[config.mk]
export PLATFORM = sky130hd
export DESIGN_NAME = clipped_rect_alpha_fill_top_flat
export DESIGN_NICKNAME = d
export VERILOG_FILES = /design/src/rtl/core/crf_pkg.sv /design/src/rtl/core/crf_if.sv /design/src/rtl/core/clipped_rect_alpha_fill_top.sv /design/src/rtl/core/crf_regs.sv /design/src/rtl/core/crf_clip.sv /design/src/rtl/core/crf_blend.sv /design/src/flat_wrapper.sv
export SDC_FILE = /design/constraint.sdc
export NUM_CORES = 2
export LEC_CHECK = 0
export BUFFER_PORTS_ARGS = -buffer_cell sky130_fd_sc_hd__buf_2
export CELL_PAD_IN_SITES_DETAIL_PLACEMENT = 0
export CELL_PAD_IN_SITES_GLOBAL_PLACEMENT = 2
export CORE_MARGIN = 2
export CORE_UTILIZATION = 42
export DETAILED_ROUTE_END_ITERATION = 12
export PLACE_DENSITY_LB_ADDON = 0.12
export SETUP_SLACK_MARGIN = 0.4
export SLEW_MARGIN = 10
export SYNTH_ARGS = -nofsm -noshare
export SYNTH_HDL_FRONTEND = slang
export SYNTH_HIERARCHICAL = 1
export SYNTH_SLANG_ARGS = --single-unit
export TNS_END_PERCENT = 5
[constraint.sdc]
create_clock -name clk -period 19 [get_ports clk]
set_input_delay 3.8 -clock clk [delete_from_list [all_inputs] [get_ports clk]]
set_output_delay 3.8 -clock clk [all_outputs]
set_load 0.05 [all_outputs]
[src/rtl/core/crf_pkg.sv]
// Shared constants and types for the clipped rectangle alpha fill block.
`timescale 1ns / 1ps
package crf_pkg;

    localparam int COORD_BITS_DEF = 16;
    localparam int PIX_W          = 15;
    localparam int COLOR_W        = 32;
    localparam int CHAN_W         = 8;
    localparam int NUM_CHAN       = COLOR_W / CHAN_W;
    localparam int APB_DATA_W     = 32;
    localparam int APB_ADDR_W     = 5;
    localparam int CLIP_RESET_MAX = 32767;
    localparam int PIPE_DEPTH     = 4;

    localparam logic [CHAN_W-1:0] ALPHA_OPAQUE = 8'hFF;

    typedef enum logic [2:0] {
        REG_CLIP_LEFT   = 3'd0,
        REG_CLIP_TOP    = 3'd1,
        REG_CLIP_RIGHT  = 3'd2,
        REG_CLIP_BOTTOM = 3'd3,
        REG_FILL_COLOR  = 3'd4
    } reg_idx_t;

    typedef struct packed {
        logic               hit;
        logic [COLOR_W-1:0] dest;
    } clip_res_t;

endpackage

[src/rtl/core/crf_if.sv]
// Request channel interfaces: pixel input and pixel result.
`timescale 1ns / 1ps
interface crf_in_if #(
    parameter int COORD_BITS = crf_pkg::COORD_BITS_DEF
);
    import crf_pkg::*;

    logic                  valid;
    logic                  ready;
    logic [COORD_BITS-1:0] rect_left;
    logic [COORD_BITS-1:0] rect_top;
    logic [COORD_BITS-1:0] rect_right;
    logic [COORD_BITS-1:0] rect_bottom;
    logic [PIX_W-1:0]      pixel_x;
    logic [PIX_W-1:0]      pixel_y;
    logic [COLOR_W-1:0]    dst_argb;

    modport source (
        output valid, rect_left, rect_top, rect_right, rect_bottom,
               pixel_x, pixel_y, dst_argb,
        input  ready
    );
    modport sink (
        input  valid, rect_left, rect_top, rect_right, rect_bottom,
               pixel_x, pixel_y, dst_argb,
        output ready
    );
endinterface

interface crf_out_if;
    import crf_pkg::*;

    logic               valid;
    logic               ready;
    logic [COLOR_W-1:0] new_color;
    logic               write_enable;

    modport source (output valid, new_color, write_enable, input ready);
    modport sink (input valid, new_color, write_enable, output ready);
endinterface

[src/rtl/core/clipped_rect_alpha_fill_top.sv]
// Clipped rectangle fill with constant-alpha blend, one pixel per clock while pix_out is not stalled.
//
// pix_in carries one destination pixel per request: fill rectangle edges
// (left/top inclusive, right/bottom exclusive), pixel column and row, and the
// current ARGB8888 value. pix_out returns the new pixel value and a write
// enable that is set when the pixel lies inside the rectangle and the clip.
// Clip rectangle and fill color sit behind the APB port; write them only
// while no request is in flight.
// Throughput is one request per cycle while pix_out is not stalled: four register stages (intersection,
// containment test, channel products, sum/select) each take a new request
// whenever the stage after it advances.
// A stall on pix_out holds the result register and backs up stage by stage;
// pix_in.ready drops only once every stage holds a request.
// Reset clears the stage valid bits, sets the clip to 0..32767 on both axes
// and the fill color to 0.
`timescale 1ns / 1ps
module clipped_rect_alpha_fill_top #(
    parameter int COORD_BITS = crf_pkg::COORD_BITS_DEF
) (
    input  logic                           clk,
    input  logic                           rst_n,
    crf_in_if.sink                         pix_in,
    crf_out_if.source                      pix_out,
    input  logic                           psel,
    input  logic                           penable,
    input  logic                           pwrite,
    input  logic [crf_pkg::APB_ADDR_W-1:0] paddr,
    input  logic [crf_pkg::APB_DATA_W-1:0] pwdata,
    output logic [crf_pkg::APB_DATA_W-1:0] prdata,
    output logic                           pready
);
    import crf_pkg::*;

    logic [COORD_BITS-1:0] clip_left, clip_top, clip_right, clip_bottom;
    logic [COLOR_W-1:0]    fill_color;
    clip_res_t             res;
    logic                  res_valid;
    logic                  res_ready;

    crf_regs #(
        .COORD_BITS (COORD_BITS)
    ) u_regs (
        .clk         (clk),
        .rst_n       (rst_n),
        .psel        (psel),
        .penable     (penable),
        .pwrite      (pwrite),
        .paddr       (paddr),
        .pwdata      (pwdata),
        .prdata      (prdata),
        .pready      (pready),
        .clip_left   (clip_left),
        .clip_top    (clip_top),
        .clip_right  (clip_right),
        .clip_bottom (clip_bottom),
        .fill_color  (fill_color)
    );

    crf_clip #(
        .COORD_BITS (COORD_BITS)
    ) u_clip (
        .clk         (clk),
        .rst_n       (rst_n),
        .pix_in      (pix_in),
        .clip_left   (clip_left),
        .clip_top    (clip_top),
        .clip_right  (clip_right),
        .clip_bottom (clip_bottom),
        .res         (res),
        .res_valid   (res_valid),
        .res_ready   (res_ready)
    );

    crf_blend u_blend (
        .clk        (clk),
        .rst_n      (rst_n),
        .res        (res),
        .res_valid  (res_valid),
        .res_ready  (res_ready),
        .fill_color (fill_color),
        .pix_out    (pix_out)
    );

endmodule

[src/rtl/core/crf_regs.sv]
// APB register file: clip rectangle and fill color.
`timescale 1ns / 1ps
module crf_regs #(
    parameter int COORD_BITS = crf_pkg::COORD_BITS_DEF
) (
    input  logic                            clk,
    input  logic                            rst_n,
    input  logic                            psel,
    input  logic                            penable,
    input  logic                            pwrite,
    input  logic [crf_pkg::APB_ADDR_W-1:0]  paddr,
    input  logic [crf_pkg::APB_DATA_W-1:0]  pwdata,
    output logic [crf_pkg::APB_DATA_W-1:0]  prdata,
    output logic                            pready,
    output logic [COORD_BITS-1:0]           clip_left,
    output logic [COORD_BITS-1:0]           clip_top,
    output logic [COORD_BITS-1:0]           clip_right,
    output logic [COORD_BITS-1:0]           clip_bottom,
    output logic [crf_pkg::COLOR_W-1:0]     fill_color
);
    import crf_pkg::*;

    localparam logic [COORD_BITS-1:0] EDGE_RESET = COORD_BITS'(CLIP_RESET_MAX);

    logic [COORD_BITS-1:0] clip_left_reg,   clip_left_next;
    logic [COORD_BITS-1:0] clip_top_reg,    clip_top_next;
    logic [COORD_BITS-1:0] clip_right_reg,  clip_right_next;
    logic [COORD_BITS-1:0] clip_bottom_reg, clip_bottom_next;
    logic [COLOR_W-1:0]    fill_color_reg,  fill_color_next;
    logic                  wr_en;
    reg_idx_t              idx;

    assign pready = 1'b1;
    assign wr_en  = psel & penable & pwrite;
    assign idx    = reg_idx_t'(paddr[APB_ADDR_W-1:2]);

    always_comb
    begin
        clip_left_next   = clip_left_reg;
        clip_top_next    = clip_top_reg;
        clip_right_next  = clip_right_reg;
        clip_bottom_next = clip_bottom_reg;
        fill_color_next  = fill_color_reg;
        if (wr_en)
        begin
            case (idx)
                REG_CLIP_LEFT:   clip_left_next   = pwdata[COORD_BITS-1:0];
                REG_CLIP_TOP:    clip_top_next    = pwdata[COORD_BITS-1:0];
                REG_CLIP_RIGHT:  clip_right_next  = pwdata[COORD_BITS-1:0];
                REG_CLIP_BOTTOM: clip_bottom_next = pwdata[COORD_BITS-1:0];
                REG_FILL_COLOR:  fill_color_next  = pwdata[COLOR_W-1:0];
                default: ;
            endcase
        end
    end

    always_ff @(posedge clk or negedge rst_n)
    begin
        if (!rst_n)
        begin
            clip_left_reg   <= '0;
            clip_top_reg    <= '0;
            clip_right_reg  <= EDGE_RESET;
            clip_bottom_reg <= EDGE_RESET;
            fill_color_reg  <= '0;
        end
        else
        begin
            clip_left_reg   <= clip_left_next;
            clip_top_reg    <= clip_top_next;
            clip_right_reg  <= clip_right_next;
            clip_bottom_reg <= clip_bottom_next;
            fill_color_reg  <= fill_color_next;
        end
    end

    always_comb
    begin
        case (idx)
            REG_CLIP_LEFT:   prdata = APB_DATA_W'(clip_left_reg);
            REG_CLIP_TOP:    prdata = APB_DATA_W'(clip_top_reg);
            REG_CLIP_RIGHT:  prdata = APB_DATA_W'(clip_right_reg);
            REG_CLIP_BOTTOM: prdata = APB_DATA_W'(clip_bottom_reg);
            REG_FILL_COLOR:  prdata = APB_DATA_W'(fill_color_reg);
            default:         prdata = '0;
        endcase
    end

    assign clip_left   = clip_left_reg;
    assign clip_top    = clip_top_reg;
    assign clip_right  = clip_right_reg;
    assign clip_bottom = clip_bottom_reg;
    assign fill_color  = fill_color_reg;

endmodule

[src/rtl/core/crf_clip.sv]
// Two pipeline stages: rectangle/clip intersection, then pixel containment test.
`timescale 1ns / 1ps
module crf_clip #(
    parameter int COORD_BITS = crf_pkg::COORD_BITS_DEF
) (
    input  logic                   clk,
    input  logic                   rst_n,
    crf_in_if.sink                 pix_in,
    input  logic [COORD_BITS-1:0]  clip_left,
    input  logic [COORD_BITS-1:0]  clip_top,
    input  logic [COORD_BITS-1:0]  clip_right,
    input  logic [COORD_BITS-1:0]  clip_bottom,
    output crf_pkg::clip_res_t     res,
    output logic                   res_valid,
    input  logic                   res_ready
);
    import crf_pkg::*;

    // one extra bit so the unsigned pixel coordinates compare as positive values
    localparam int CMP_W = ((COORD_BITS > PIX_W) ? COORD_BITS : PIX_W) + 1;
    localparam int CEXT  = CMP_W - COORD_BITS;
    localparam int PEXT  = CMP_W - PIX_W;

    logic signed [CMP_W-1:0] rl, rt, rr, rb, cl, ct, cr, cb;
    logic signed [CMP_W-1:0] sx_reg, sx_next, sy_reg, sy_next;
    logic signed [CMP_W-1:0] ex_reg, ex_next, ey_reg, ey_next;
    logic signed [CMP_W-1:0] px_reg, px_next, py_reg, py_next;
    logic [COLOR_W-1:0]      dest1_reg;
    logic                    v1_reg, v2_reg;
    logic                    en1, en2;
    clip_res_t               res_reg, res_next;

    assign en2          = !v2_reg || res_ready;
    assign en1          = !v1_reg || en2;
    assign pix_in.ready = en1;

    assign rl = {{CEXT{pix_in.rect_left[COORD_BITS-1]}},   pix_in.rect_left};
    assign rt = {{CEXT{pix_in.rect_top[COORD_BITS-1]}},    pix_in.rect_top};
    assign rr = {{CEXT{pix_in.rect_right[COORD_BITS-1]}},  pix_in.rect_right};
    assign rb = {{CEXT{pix_in.rect_bottom[COORD_BITS-1]}}, pix_in.rect_bottom};
    assign cl = {{CEXT{clip_left[COORD_BITS-1]}},   clip_left};
    assign ct = {{CEXT{clip_top[COORD_BITS-1]}},    clip_top};
    assign cr = {{CEXT{clip_right[COORD_BITS-1]}},  clip_right};
    assign cb = {{CEXT{clip_bottom[COORD_BITS-1]}}, clip_bottom};

    always_comb
    begin
        sx_next = (rl > cl) ? rl : cl;
        sy_next = (rt > ct) ? rt : ct;
        ex_next = (rr < cr) ? rr : cr;
        ey_next = (rb < cb) ? rb : cb;
        px_next = {{PEXT{1'b0}}, pix_in.pixel_x};
        py_next = {{PEXT{1'b0}}, pix_in.pixel_y};
    end

    always_comb
    begin
        res_next.hit  = (sx_reg < ex_reg) && (sy_reg < ey_reg) &&
                        (px_reg >= sx_reg) && (px_reg < ex_reg) &&
                        (py_reg >= sy_reg) && (py_reg < ey_reg);
        res_next.dest = dest1_reg;
    end

    always_ff @(posedge clk or negedge rst_n)
    begin
        if (!rst_n)
        begin
            v1_reg <= 1'b0;
            v2_reg <= 1'b0;
        end
        else
        begin
            if (en1)
            begin
                v1_reg <= pix_in.valid;
            end
            if (en2)
            begin
                v2_reg <= v1_reg;
            end
        end
    end

    always_ff @(posedge clk)
    begin
        if (en1)
        begin
            sx_reg    <= sx_next;
            sy_reg    <= sy_next;
            ex_reg    <= ex_next;
            ey_reg    <= ey_next;
            px_reg    <= px_next;
            py_reg    <= py_next;
            dest1_reg <= pix_in.dst_argb;
        end
        if (en2)
        begin
            res_reg <= res_next;
        end
    end

    assign res       = res_reg;
    assign res_valid = v2_reg;

endmodule

[src/rtl/core/crf_blend.sv]
// Two pipeline stages: per-channel products, then sum and color select.
`timescale 1ns / 1ps
module crf_blend (
    input  logic                        clk,
    input  logic                        rst_n,
    input  crf_pkg::clip_res_t          res,
    input  logic                        res_valid,
    output logic                        res_ready,
    input  logic [crf_pkg::COLOR_W-1:0] fill_color,
    crf_out_if.source                   pix_out
);
    import crf_pkg::*;

    localparam int DPROD_W = 2 * CHAN_W + 1;
    localparam int SPROD_W = 2 * CHAN_W;

    logic [CHAN_W-1:0]  alpha;
    logic [CHAN_W:0]    neg;
    logic               v3_reg, v4_reg;
    logic               en3, en4;
    logic               hit3_reg;
    logic               opaque3_reg;
    logic [COLOR_W-1:0] dest3_reg;
    logic [COLOR_W-1:0] src3_reg;
    logic [DPROD_W-1:0] dprod_reg [NUM_CHAN];
    logic [DPROD_W-1:0] dprod_next [NUM_CHAN];
    logic [SPROD_W-1:0] sprod_reg [NUM_CHAN];
    logic [SPROD_W-1:0] sprod_next [NUM_CHAN];
    logic [COLOR_W-1:0] mix;
    logic [COLOR_W-1:0] color_reg, color_next;
    logic               we_reg;

    assign en4       = !v4_reg || pix_out.ready;
    assign en3       = !v3_reg || en4;
    assign res_ready = en3;

    // below opaque, a*256/255 equals a, so the source weight is alpha itself
    assign alpha = fill_color[COLOR_W-1 -: CHAN_W];
    assign neg   = (CHAN_W + 1)'(1 << CHAN_W) - {1'b0, alpha};

    always_comb
    begin
        for (int i = 0; i < NUM_CHAN; i++)
        begin
            dprod_next[i] = DPROD_W'(res.dest[i*CHAN_W +: CHAN_W]) * DPROD_W'(neg);
            sprod_next[i] = SPROD_W'(fill_color[i*CHAN_W +: CHAN_W]) * SPROD_W'(alpha);
        end
    end

    always_comb
    begin
        logic [DPROD_W-1:0] sum;
        sum = '0;
        for (int i = 0; i < NUM_CHAN; i++)
        begin
            sum = dprod_reg[i] + DPROD_W'(sprod_reg[i]);
            mix[i*CHAN_W +: CHAN_W] = sum[CHAN_W +: CHAN_W];
        end
        if (!hit3_reg)
        begin
            color_next = dest3_reg;
        end
        else if (opaque3_reg)
        begin
            color_next = src3_reg;
        end
        else
        begin
            color_next = mix;
        end
    end

    always_ff @(posedge clk or negedge rst_n)
    begin
        if (!rst_n)
        begin
            v3_reg <= 1'b0;
            v4_reg <= 1'b0;
        end
        else
        begin
            if (en3)
            begin
                v3_reg <= res_valid;
            end
            if (en4)
            begin
                v4_reg <= v3_reg;
            end
        end
    end

    always_ff @(posedge clk)
    begin
        if (en3)
        begin
            hit3_reg    <= res.hit;
            opaque3_reg <= (alpha == ALPHA_OPAQUE);
            dest3_reg   <= res.dest;
            src3_reg    <= fill_color;
            for (int i = 0; i < NUM_CHAN; i++)
            begin
                dprod_reg[i] <= dprod_next[i];
                sprod_reg[i] <= sprod_next[i];
            end
        end
        if (en4)
        begin
            color_reg <= color_next;
            we_reg    <= hit3_reg;
        end
    end

    assign pix_out.valid        = v4_reg;
    assign pix_out.new_color    = color_reg;
    assign pix_out.write_enable = we_reg;

endmodule

[src/flat_wrapper.sv]
// flat-port wrapper written by rule: the top's interface ports become plain ports
module clipped_rect_alpha_fill_top_flat import crf_pkg::*;
#(
    parameter int COORD_BITS = crf_pkg::COORD_BITS_DEF
)
  (clk, rst_n, psel, penable, pwrite, paddr, pwdata, prdata, pready, pix_in_valid, pix_in_rect_left, pix_in_rect_top, pix_in_rect_right, pix_in_rect_bottom, pix_in_pixel_x, pix_in_pixel_y, pix_in_dst_argb, pix_in_ready, pix_out_valid, pix_out_new_color, pix_out_write_enable, pix_out_ready);
  crf_in_if #(.COORD_BITS(COORD_BITS)) pix_in_i ();
  crf_out_if pix_out_i ();
  input  logic clk;
  input  logic rst_n;
  input  logic psel;
  input  logic penable;
  input  logic pwrite;
  input  logic [crf_pkg::APB_ADDR_W-1:0] paddr;
  input  logic [crf_pkg::APB_DATA_W-1:0] pwdata;
  output logic [crf_pkg::APB_DATA_W-1:0] prdata;
  output logic pready;
  input wire logic [$bits(pix_in_i.valid)-1:0] pix_in_valid;
  input wire logic [$bits(pix_in_i.rect_left)-1:0] pix_in_rect_left;
  input wire logic [$bits(pix_in_i.rect_top)-1:0] pix_in_rect_top;
  input wire logic [$bits(pix_in_i.rect_right)-1:0] pix_in_rect_right;
  input wire logic [$bits(pix_in_i.rect_bottom)-1:0] pix_in_rect_bottom;
  input wire logic [$bits(pix_in_i.pixel_x)-1:0] pix_in_pixel_x;
  input wire logic [$bits(pix_in_i.pixel_y)-1:0] pix_in_pixel_y;
  input wire logic [$bits(pix_in_i.dst_argb)-1:0] pix_in_dst_argb;
  output wire logic [$bits(pix_in_i.ready)-1:0] pix_in_ready;
  output wire logic [$bits(pix_out_i.valid)-1:0] pix_out_valid;
  output wire logic [$bits(pix_out_i.new_color)-1:0] pix_out_new_color;
  output wire logic [$bits(pix_out_i.write_enable)-1:0] pix_out_write_enable;
  input wire logic [$bits(pix_out_i.ready)-1:0] pix_out_ready;
  assign pix_in_i.valid = pix_in_valid;
  assign pix_in_i.rect_left = pix_in_rect_left;
  assign pix_in_i.rect_top = pix_in_rect_top;
  assign pix_in_i.rect_right = pix_in_rect_right;
  assign pix_in_i.rect_bottom = pix_in_rect_bottom;
  assign pix_in_i.pixel_x = pix_in_pixel_x;
  assign pix_in_i.pixel_y = pix_in_pixel_y;
  assign pix_in_i.dst_argb = pix_in_dst_argb;
  assign pix_in_ready = pix_in_i.ready;
  assign pix_out_valid = pix_out_i.valid;
  assign pix_out_new_color = pix_out_i.new_color;
  assign pix_out_write_enable = pix_out_i.write_enable;
  assign pix_out_i.ready = pix_out_ready;
  clipped_rect_alpha_fill_top #(.COORD_BITS(COORD_BITS)) u_core (.clk(clk), .rst_n(rst_n), .pix_in(pix_in_i), .pix_out(pix_out_i), .psel(psel), .penable(penable), .pwrite(pwrite), .paddr(paddr), .pwdata(pwdata), .prdata(prdata), .pready(pready));
endmodule
# After elaboration in Yosys (flattened, before gate mapping)
# Memories as Yosys holds them, arrays and structs flattened.
# Cells that the tools add are included.
# W data, S select, Z words.
# totals
register_bits,362
wordCells,84
ramBits,132
memories,2
# op_classes
reduce_logical,19
multipliers,8
n_eq_ne,5
n_addsub,5
order_cmp,10
muxes,9
n_bitwise,2
# memory_table
name,words,word_bits,read_ports,rd_ports_with_merged_regs,write_ports,line,source
u_core.u_blend.dprod_reg,4,17,4,0,4,crf_blend.sv:25,logic [DPROD_W-1:0] dprod_reg [NUM_CHAN];
u_core.u_blend.sprod_reg,4,16,4,0,4,crf_blend.sv:27,logic [SPROD_W-1:0] sprod_reg [NUM_CHAN];
# op_table
op,count
$pmux W32 S5,1
$mul A8 B9 Y17,4
$mux W17,4
$add A16 B16 Y16,4
$mul A8 B8 Y16,4
$mux W32,2
$ge A16 B17 Y1,2
$lt A16 B17 Y1,2
$lt A17 B17 Y1,2
$gt A16 B16 Y1,2
$lt A16 B16 Y1,2
$reduce_and A2 Y1,5
$sub A9 B8 Y9 const A,1
$eq A8 B8 Y1 const B,1
$eq A3 B2 Y1 const B,2
$logic_and A1 B1 Y1,5
$logic_not A1 Y1,4
$logic_or A1 B1 Y1,4
$eq A3 B1 Y1 const B,1
$eq A3 B3 Y1 const B,1
$logic_not A3 Y1,1
$and A1 B1 Y1,2
$mux W1,2

# Depth between registers and ports, before layout
# logic_depth
word_depth,6
depth_mapped,24
mapped_depth_nobuf,22

# Cells and area by module
# Netlist, hierarchy kept.
# modules_own_cells
module,n_inst,area_each_um2,cells_each
crf_blend,1,25853.5,2530
crf_clip,1,9394.0,731
crf_regs,1,4429.2,308

# Least setup slack after synthesis
# Ideal clock, no wire load.
# synth_path
kind,input to output
from,input port pix_out_ready
to,output port pix_in_ready
path_slack_ns,2.597
arrival_ns,12.603
path_buffers,0
cell_stages,2
t_required_ns,15.200
cell_sequence,nand3b_1 -> nand3b_1
# synth_between
elab_chain_cells,4
# synth_lines
element,line,source
"start, declared",flat_wrapper.sv:30,input wire logic [$bits(pix_out_i.ready)-1:0] pix_out_ready;
$logic_or A1 B1 Y1,crf_blend.sv:33,assign en4 = !v4_reg || pix_out.ready;
$logic_or A1 B1 Y1,crf_blend.sv:34,assign en3 = !v3_reg || en4;
$logic_or A1 B1 Y1,crf_clip.sv:33,assign en2 = !v2_reg || res_ready;
$logic_or A1 B1 Y1,crf_clip.sv:34,assign en1 = !v1_reg || en2;
"end, declared",flat_wrapper.sv:26,output wire logic [$bits(pix_in_i.ready)-1:0] pix_in_ready;
# No other way between the ends.

# Final worst setup path
# layout_path
from,input port paddr[3] (netlist name)
to,output port prdata[30] (netlist name)
# layout_between
elab_chain_cells,2
# layout_lines
element,line,source
"start, declared",flat_wrapper.sv:14,input logic [crf_pkg::APB_ADDR_W-1:0] paddr;
"$eq A3 B3 Y1, or another cell as far along",crf_regs.sv:79,case (idx)
$pmux W32 S5 (*),crf_regs.sv:79,
"end, declared",flat_wrapper.sv:16,output logic [crf_pkg::APB_DATA_W-1:0] prdata;
# Mark *: on every way between the ends. The rest lies on a longest branch, timed or not.

==> flow_summary.toml <==
[place]
hpwl_um = 77300
gp_congestion = 0.895
pre_cts_ws_ns = 9.26
dp.cells = 4996
place_area_sq_um = 42300
numPortBuffers = 234

[logic_synthesis]
synth_compound_gate_area_share_pct = 6.75
synth-edff-count = 384
yosysTopAreaCell = "edfxtp_1"
synth_top_area_share_pct = 29.1
synthCells = 3569
ys.flop_type = "edfxtp_1"
ys_ff_latch = 484
yosys.area_share.simple_pct = 11.8
synthMuxAreaShare_pct = 5.94
synthesis.area_sq_um = 39700
synthAdderAreaFrac_pct = 30.3
synth_area_per_cell_sq_um = 11.1
synth_cell_types = 85
synth_top_cells_by_area = "edfxtp_1, ha_1, fa_1"
synth_warnings = 6
syn-num-nets = 4523
ys_seq_area_share_pct = 35.5
async_flop_share_pct = 20.7
synth_xor_area_share_pct = 3.31
synth_top_family_by_area = "adder cells"

[clock_tree]
cts.repair.resized = 0
cts_buffers = 58
hold_buffers = 0
post_cts_buffers = 0
insertion_delay_ns = 0.68
path_clk_slew_ns = 0.06
root_buffer = "clkbuf_16"
h-tree-depth = 2
cts_num_sinks = 484
cts_tree = "done"
cts_buffer_depth = 3

[sta]
fmax_ghz = 0.103
fin_skew_ns = 0.0295
worst_pin_slew_ns = 1.11
slew_viol_final = 0
rsz0062_at_grt = "no"
final-setup-viol-count = 0
hold_viol_final = 0
setup_slack_ns = 9.27
relSlewSlack_pct = 25.2
timing.final.crit_share_pct = 51.2
setup_tns_ns = 0
period_needed_ns = 9.73

[routing]
vias_per_cell = 5.16
drt-pass1-iter-count = 5
wl_per_cell_um = 20.0
ant_nets = 0
drt_iter0_drc = 1252
drt_wl_total_um = 102000
drc_errors = 0
vias = 26348

[cells_and_area]
post-route-cell-area_sq_um = 44400
area.growth.synth_to_final_pct = 11.9
largest_reg_flops = 64
final_nets = 4756
final_common_cell = "inv_1"
multiInputGateArea_sq_um = 23200
final_cell_mix = "inv_1, ha_1, edfxtp_1, and2_1, fa_1"
seq_area_sq_um = 14100
stdcell_count = 5109
fillers = 8647
drive_gt1_share_pct = 15.9

[floorplanning]
rows = 112
initial_core_util_pct = 42.4
fp.dieW_um = 311
ios = 238
die_h_um = 311
core-area_sq_um = 93500
die_area_sq_um = 96900

[worst_hold_path]
hold_class = "reg -> reg"

[pwr]
switchingPower_mw = 3.60
power_density_nw_per_um2 = 187
p_int_mw = 4.68
vdd_drop_max_mv = 0.161
clockPowerShare_pct = 14.5
leakagePower_nw = 21.1
seq_power_share_pct = 23.4
combPwrFrac_pct = 62.1
switching_share_pct = 43.5

[global_routing]
grt_pass1_vias = 28617
grt_use_total_pct = 21.4
antenna_found_initial = 4
grt.overflow.total = 0
grt_max_degree = 73
grt_first_pass_wirelength_um = 162000

[run]
drv_cap = 0

[critical_path]
end_kind = "output port"
reg2reg_slack_ns = 12.38
worstPathArrival_ns = 5.93
worstPathMaxFanout = 36
required_ns = 15.20
critPathKind = "in -> out"
start_kind = "input pin"

[status]
status = "finished, final reports clean"
-- power by group through the flow --
stage	combinational [mW]	clock [mW]	sequential (mW)
after floorplan	3.93	0	1.94
after global placement	5.12	0	1.96
after detailed placement	5.19	0	1.96
after CTS	5.25	1.24	1.94
after global routing	5.92	1.28	1.97
final	5.14	1.20	1.93
-- stage by stage --
| step | power [mW] | util, % | hold slack [ns] |
|---|---|---|---|
| global placement | 7.08 | 45.3 | 0.402 |
| floorplan | 5.87 | - | 0.400 |
| global route | 9.16 | 47.5 | 0.430 |
| finish | 8.28 | 47.5 | 0.418 |
| CTS | 8.43 | 47.5 | 0.419 |
| detailed placement | 7.15 | 45.3 | 0.406 |
-- final cells by class --
class	count	share of cell area, %
clock inverters	35	1.04
flip-flops and latches	484	31.7
well taps	1254	3.53
repair buffers	268	3.22
multi-input cells	2431	52.2
clock buffers	75	3.62
inverters	559	4.73
diodes	3	0.0169
-- worst max-delay path, stage by stage --
cell,delay [ns]
buf_2,0.39
nand2b_1,0.36
nor2_2,0.56
buf_4,0.37
and2_1,0.16
buf_2,0.26
-- synth_stat cells, types with 5 or more instances --
cell / number
or3_1: 8
a31oi_1: 5
nor2_1: 118
buf_2: 10
ha_1: 487
o21bai_1: 11
a21o_1: 58
mux2i_1: 24
nor3_1: 23
xnor2_1: 102
fa_1: 297
nor2b_1: 37
a2111oi_2: 5
mux2_2: 146
dfstp_2: 30
and3_1: 14
a21oi_1: 152
o21a_1: 15
mux2_4: 30
a221o_1: 20
buf_6: 5
a211oi_1: 9
xor2_1: 46
nand2_1: 242
and2_1: 333
o211ai_1: 10
and4_1: 7
nand2b_1: 28
o21ai_0: 62
nand3_1: 22
dfrtp_1: 70
nand4_1: 29
edfxtp_1: 384
clkbuf_1: 73
inv_1: 558
nor4_1: 7
-- worst paths after layout --
path	from	to	cells after the start
max	paddr[3]	prdata[30]	6
min	u_core/u_clip/dest1_reg[4]$_DFFE_PP_	u_core/u_clip/res[4]$_DFFE_PP_	0
max reg2reg	u_core/u_regs/fill_color[25]$_DFFE_PN0P_	u_core/u_blend/dprod_reg[0][15]$_DFFE_PP_	22
min reg2reg	u_core/u_clip/dest1_reg[4]$_DFFE_PP_	u_core/u_clip/res[4]$_DFFE_PP_	0
max in group asynchronous	rst_n	u_core/u_regs/fill_color[24]$_DFFE_PN0P_	2
min in group asynchronous	rst_n	u_core/u_blend/pix_out.valid$_DFFE_PN0P_	1
-- per-layer routing --
metal	global-route usage (%)	vias to the layer above	wire length, um
met5	0	-	0
li1	-	12467	-
met1	27.7	13310	45200
met4	5.91	0	2800
met3	2.90	142	3680
met2	37.5	429	50500
-- logic make-up (layout without fill, tap and decap cells) --
group | count (synthesis) | count (layout)
simple gates | 892 | 892
fa+ha+maj | 784 | 784
buf+inv | 654 | 937
flops | 484 | 484
compound gates | 403 | 403
mux | 202 | 202
xor+xnor | 149 | 149
other cells | 1 | 4
Power figures use the tool's default switching activity.
